**src/rtl/vtbb_pkg.sv**
```systemverilog
// ----------------------------------------------------------------------------
// vtbb_pkg
// Shared widths, register indexes, pipeline control type and saturation
// helpers for the vertex transform and bounding box block.
// ----------------------------------------------------------------------------
package vtbb_pkg;

    // Coordinates are signed fixed point, coefficients signed Q2.14.
    localparam int COORD_W        = 32;
    localparam int COEF_W         = 16;
    localparam int COEF_FRAC_BITS = 14;
    localparam int ROW_W          = 3 * COEF_W;

    // One coefficient times one coordinate, and three of those summed.
    localparam int PROD_W = COORD_W + COEF_W;
    localparam int SUM_W  = PROD_W + 2;

    localparam logic signed [COORD_W-1:0] COORD_MAX = {1'b0, {(COORD_W-1){1'b1}}};
    localparam logic signed [COORD_W-1:0] COORD_MIN = {1'b1, {(COORD_W-1){1'b0}}};

    localparam logic signed [SUM_W-1:0] ROUND_HALF = SUM_W'(1) << (COEF_FRAC_BITS - 1);

    // Register indexes of the configuration port. The two spare indexes decode
    // to nothing.
    typedef enum logic [2:0] {
        CFG_COEF_X   = 3'd0,
        CFG_COEF_Y   = 3'd1,
        CFG_COEF_Z   = 3'd2,
        CFG_OFFSET_X = 3'd3,
        CFG_OFFSET_Y = 3'd4,
        CFG_OFFSET_Z = 3'd5,
        CFG_SPARE_6  = 3'd6,
        CFG_SPARE_7  = 3'd7
    } cfg_reg_t;

    // Load strobes for the two pipeline registers inside a dot-product row.
    typedef struct packed {
        logic load_prod;
        logic load_sum;
    } row_ctrl_t;

    // Saturating add of two coordinates.
    function automatic logic signed [COORD_W-1:0] sat_add(
        input logic signed [COORD_W-1:0] a,
        input logic signed [COORD_W-1:0] b
    );
        logic signed [COORD_W:0] s;
        logic signed [COORD_W-1:0] r;
        s = (COORD_W+1)'(a) + (COORD_W+1)'(b);
        if (s[COORD_W] != s[COORD_W-1])
        begin
            r = s[COORD_W] ? COORD_MIN : COORD_MAX;
        end
        else
        begin
            r = s[COORD_W-1:0];
        end
        return r;
    endfunction

    // Round half up to the coordinate format, then saturate.
    function automatic logic signed [COORD_W-1:0] round_sat(
        input logic signed [SUM_W-1:0] acc
    );
        logic signed [SUM_W-1:0] t;
        logic signed [SUM_W-1:0] sh;
        logic [SUM_W-COORD_W:0]  top;
        logic signed [COORD_W-1:0] r;
        t   = acc + ROUND_HALF;
        sh  = t >>> COEF_FRAC_BITS;
        top = sh[SUM_W-1:COORD_W-1];
        if ((&top) || !(|top))
        begin
            r = sh[COORD_W-1:0];
        end
        else
        begin
            r = sh[SUM_W-1] ? COORD_MIN : COORD_MAX;
        end
        return r;
    endfunction

endpackage

```
**src/rtl/vtbb_row.sv**
```systemverilog
// ----------------------------------------------------------------------------
// vtbb_row
// One result axis: three coefficient products registered, then summed,
// rounded and saturated into a registered coordinate.
// ----------------------------------------------------------------------------
module vtbb_row (
    input  logic                                  clk,
    input  vtbb_pkg::row_ctrl_t                   ctrl,
    input  logic [vtbb_pkg::ROW_W-1:0]            coef,
    input  logic signed [vtbb_pkg::COORD_W-1:0]   p_x,
    input  logic signed [vtbb_pkg::COORD_W-1:0]   p_y,
    input  logic signed [vtbb_pkg::COORD_W-1:0]   p_z,
    output logic signed [vtbb_pkg::COORD_W-1:0]   result
);

    logic signed [vtbb_pkg::COEF_W-1:0] c_x;
    logic signed [vtbb_pkg::COEF_W-1:0] c_y;
    logic signed [vtbb_pkg::COEF_W-1:0] c_z;

    logic signed [vtbb_pkg::PROD_W-1:0] prod_x_reg;
    logic signed [vtbb_pkg::PROD_W-1:0] prod_y_reg;
    logic signed [vtbb_pkg::PROD_W-1:0] prod_z_reg;
    logic signed [vtbb_pkg::PROD_W-1:0] prod_x_next;
    logic signed [vtbb_pkg::PROD_W-1:0] prod_y_next;
    logic signed [vtbb_pkg::PROD_W-1:0] prod_z_next;

    logic signed [vtbb_pkg::SUM_W-1:0]   sum;
    logic signed [vtbb_pkg::COORD_W-1:0] result_reg;
    logic signed [vtbb_pkg::COORD_W-1:0] result_next;

    always_comb
    begin
        c_x = coef[vtbb_pkg::COEF_W-1:0];
        c_y = coef[2*vtbb_pkg::COEF_W-1:vtbb_pkg::COEF_W];
        c_z = coef[3*vtbb_pkg::COEF_W-1:2*vtbb_pkg::COEF_W];
        prod_x_next = vtbb_pkg::PROD_W'(c_x) * vtbb_pkg::PROD_W'(p_x);
        prod_y_next = vtbb_pkg::PROD_W'(c_y) * vtbb_pkg::PROD_W'(p_y);
        prod_z_next = vtbb_pkg::PROD_W'(c_z) * vtbb_pkg::PROD_W'(p_z);
        sum = vtbb_pkg::SUM_W'(prod_x_reg) + vtbb_pkg::SUM_W'(prod_y_reg)
            + vtbb_pkg::SUM_W'(prod_z_reg);
        result_next = vtbb_pkg::round_sat(sum);
    end

    always_ff @(posedge clk)
    begin
        if (ctrl.load_prod)
        begin
            prod_x_reg <= prod_x_next;
            prod_y_reg <= prod_y_next;
            prod_z_reg <= prod_z_next;
        end
        if (ctrl.load_sum)
        begin
            result_reg <= result_next;
        end
    end

    assign result = result_reg;

endmodule

```
**config.mk**
```make
export PLATFORM = sky130hd
export DESIGN_NAME = vtbb_row
export DESIGN_NICKNAME = d
export VERILOG_FILES = /design/src/rtl/vtbb_pkg.sv /design/src/rtl/vtbb_row.sv
export SDC_FILE = /design/constraint.sdc
export NUM_CORES = 2
export LEC_CHECK = 0
export BUFFER_PORTS_ARGS = -buffer_cell sky130_fd_sc_hd__buf_2
export CAP_MARGIN = 20
export CORE_ASPECT_RATIO = 1.25
export CORE_MARGIN = 1.5
export CORE_UTILIZATION = 50
export DETAILED_ROUTE_END_ITERATION = 12
export PLACE_DENSITY = 0.67
export SLEW_MARGIN = 20
export SYNTH_ARGS = -nofsm -noshare
export SYNTH_HDL_FRONTEND = slang
export SYNTH_SLANG_ARGS = --single-unit
```
**constraint.sdc**
```tcl
create_clock -name clk -period 8.9 [get_ports clk]
set_input_delay 1.335 -clock clk [delete_from_list [all_inputs] [get_ports clk]]
set_output_delay 1.335 -clock clk [all_outputs]
set_load 0.005 [all_outputs]
```
==> results.cfg <==
[grt]
grt_max_degree = 79
antenna_found_initial = 2
grt_usage = 0.263
grt_pass1_vias = 49300
grt_remaining_overflow = 0
grt_first_pass_wirelength_um = 263000

[yosys]
synthFlopType = edfxtp_1
ys_seq_area_frac = 0.0846
async_reset_ff_frac = 0
synth_edf_count = 176
synth_top_family_by_area = adder cells
ys_ff_latch = 176
synth_top_cell_area_share = 0.482
syn_inst = 6675
synthTopCellsByArea = fa_1 (48%), inv_1 (10%), ha_1 (8.7%)
synth_common_cells = inv_1 (1672), fa_1 (1505), nand2_1 (919), and2_1 (619), ha_1 (436)
synth_xor_area_frac = 0.0254
syn_area_mm2 = 0.0625
yosys.area_share.simple = 0.147
synth_compound_area_frac = 0.0561
synthAdderAreaFrac = 0.570
syn_nets = 8763
yosysUniqueCellTypes = 87
synth_top_cell_by_area = fa_1
yosys_warnings = 0
synth.avg_cell_area_um2 = 9.36
synthMuxAreaShare = 0.000160
yosysMostFrequentCell = inv_1

[final_layout]
area_growth_syn_to_layout_pct = 4.58
nNetsFinal = 8740
final_layout_size_suffix_gt1_frac = 0.0437

[sta]
max_freq_mhz = 122
fin_crit_ns = 8.17
worst_pin_slew_ns = 0.854
rsz0062_at_grt = no
fin_crit_sh = 0.918
relSlewSlack = 0.430
maxSlewViolCount = 0
fin_setup_tns_ns = 0
hold_viol = 0
skew_ns = 0.0126
setup_viol = 0

[routing]
first_iter_violations = 2316
ant_nets = 0
drc = 0
wl_um = 159000
vias_per_cell = 5.36
vias = 44300
wl_per_cell_um = 19.2
dr.pass1.iters = 5

[die]
dieArea_mm2 = 0.127
initial_core_util = 0.505
fp.coreArea_mm2 = 0.124
ios = 179
die_w_um = 319
die_h_um = 398
num_rows = 144

[cts]
cts_buffers = 17
root_buffer = clkbuf_16
ctsResizeCount = 0
post_cts_buffers = 0
path_clk_slew_ns = 0.08
hold_buffers = 0
cts_max_path_buffers = 2
clock-sinks = 176
cts_htree_levels = 4
cts_tree = done
clkLatencyLatePin_ns = 0.46

[placed_design]
io_buffers = 178
gp_congestion = 0.952
hpwl_um = 129000

[critical_path]
arrival_ns = 8.37
critPathMaxFanout = 24
worstSetupStartpointType = input port
required_ns = 9.10
crit_path_end_kind = flop
path_class = input port to flop

[worst_hold_path]
hold_class = flop to flop

[run]
cap_violations = 0

[status]
status = finished, final reports clean
-- kinds of logic after synthesis --
group,after synthesis
AOI/OAI and AO/OA,539
xor gates and xnor gates,181
adders and majority gates,1941
buffers and inverters,1935
DFF,176
muxes,1
and+or+nand+nor,1902
-- path summary, 6_finish.rpt --
check / start / end / slack [ns] / cells after the start
max: coef[1] / prod_x_reg[42] / 0.73 / 21
min: prod_z_reg[40] / result[26] / 1.23 / 5
max reg2reg: prod_x_reg[38] / result[7] / 3.38 / 13
min reg2reg: prod_z_reg[40] / result[26] / 1.23 / 5
-- critical path, cell delays in order --
cell and delay (ns):
buf_2 0.48, buf_4 0.27, nand2_1 0.09, fa_1 0.52, fa_1 0.52, fa_1 0.51
inv_1 0.05, fa_1 0.55, fa_1 0.43, fa_1 0.44, ha_1 0.35, a21o_1 0.21
a21oi_1 0.17, o21ai_0 0.14, o31a_1 0.29, a211o_1 0.28, a2111o_1 0.43, a41oi_1 0.44
nand2b_1 0.21, o21ai_0 0.11, nor4_1 0.52
-- per-stage QoR --
| step | worst slack [ns] | cells | cell area, um^2 | util | hold WS (ns) |
|---|---|---|---|---|---|
| after CTS | 0.784 | 8271 | 65300 | 0.528 | 1.23 |
| after detailed placement | 0.300 | 8239 | 64700 | 0.523 | 1.20 |
| after floorplan | 1.24 | 6675 | 62500 | - | 1.02 |
| after global placement | 0.398 | 8239 | 64700 | 0.523 | 1.21 |
| final | 0.730 | 8273 | 65300 | 0.529 | 1.23 |
| after global routing | 0.349 | 8272 | 65300 | 0.528 | 1.32 |
-- per-layer routing --
metal	wire length, um	global-route usage
met5	13	0
met4	7130	0.110
met3	8490	0.0275
met2	80100	0.464
met1	62900	0.330
-- area by class of cell --
cell class                 count  area (um^2)
timing repair buffer         218         1200
sequential                   176         5290
antenna                        2         5.00
inverter                    1675         6290
fill                       11300        58300
multi-input combinational   4564        49900
tap                         1606         2010
clock inverter                15          209
clock buffer                  17          425
-- cells in the final DEF (no fill, tap or decap), types with 12 or more instances in the layout --
cell type / Yosys / routed
nand4_1: 19 / 19
o211ai_1: 16 / 16
buf_2: 1 / 177
and2_1: 619 / 619
a211oi_1: 13 / 13
nor2_1: 159 / 159
xor2_1: 50 / 50
o21ai_0: 117 / 117
ha_1: 436 / 436
a21o_1: 73 / 73
o31ai_1: 12 / 12
a31oi_1: 15 / 15
xnor2_1: 131 / 131
o21a_1: 37 / 37
nand3_1: 32 / 32
inv_1: 1672 / 1672
a21oi_1: 152 / 152
nand2b_1: 36 / 36
buf_4: 0 / 40
fa_1: 1505 / 1505
nor2b_1: 19 / 19
edfxtp_1: 176 / 176
clkbuf_16: 0 / 17
nand2_1: 919 / 919
nor3_1: 30 / 30
o21bai_1: 20 / 20
and3_1: 20 / 20
Power is left out: the tool's default activity adds up to more than one toggle a clock period on the data nets, which glitch-free logic cannot reach.
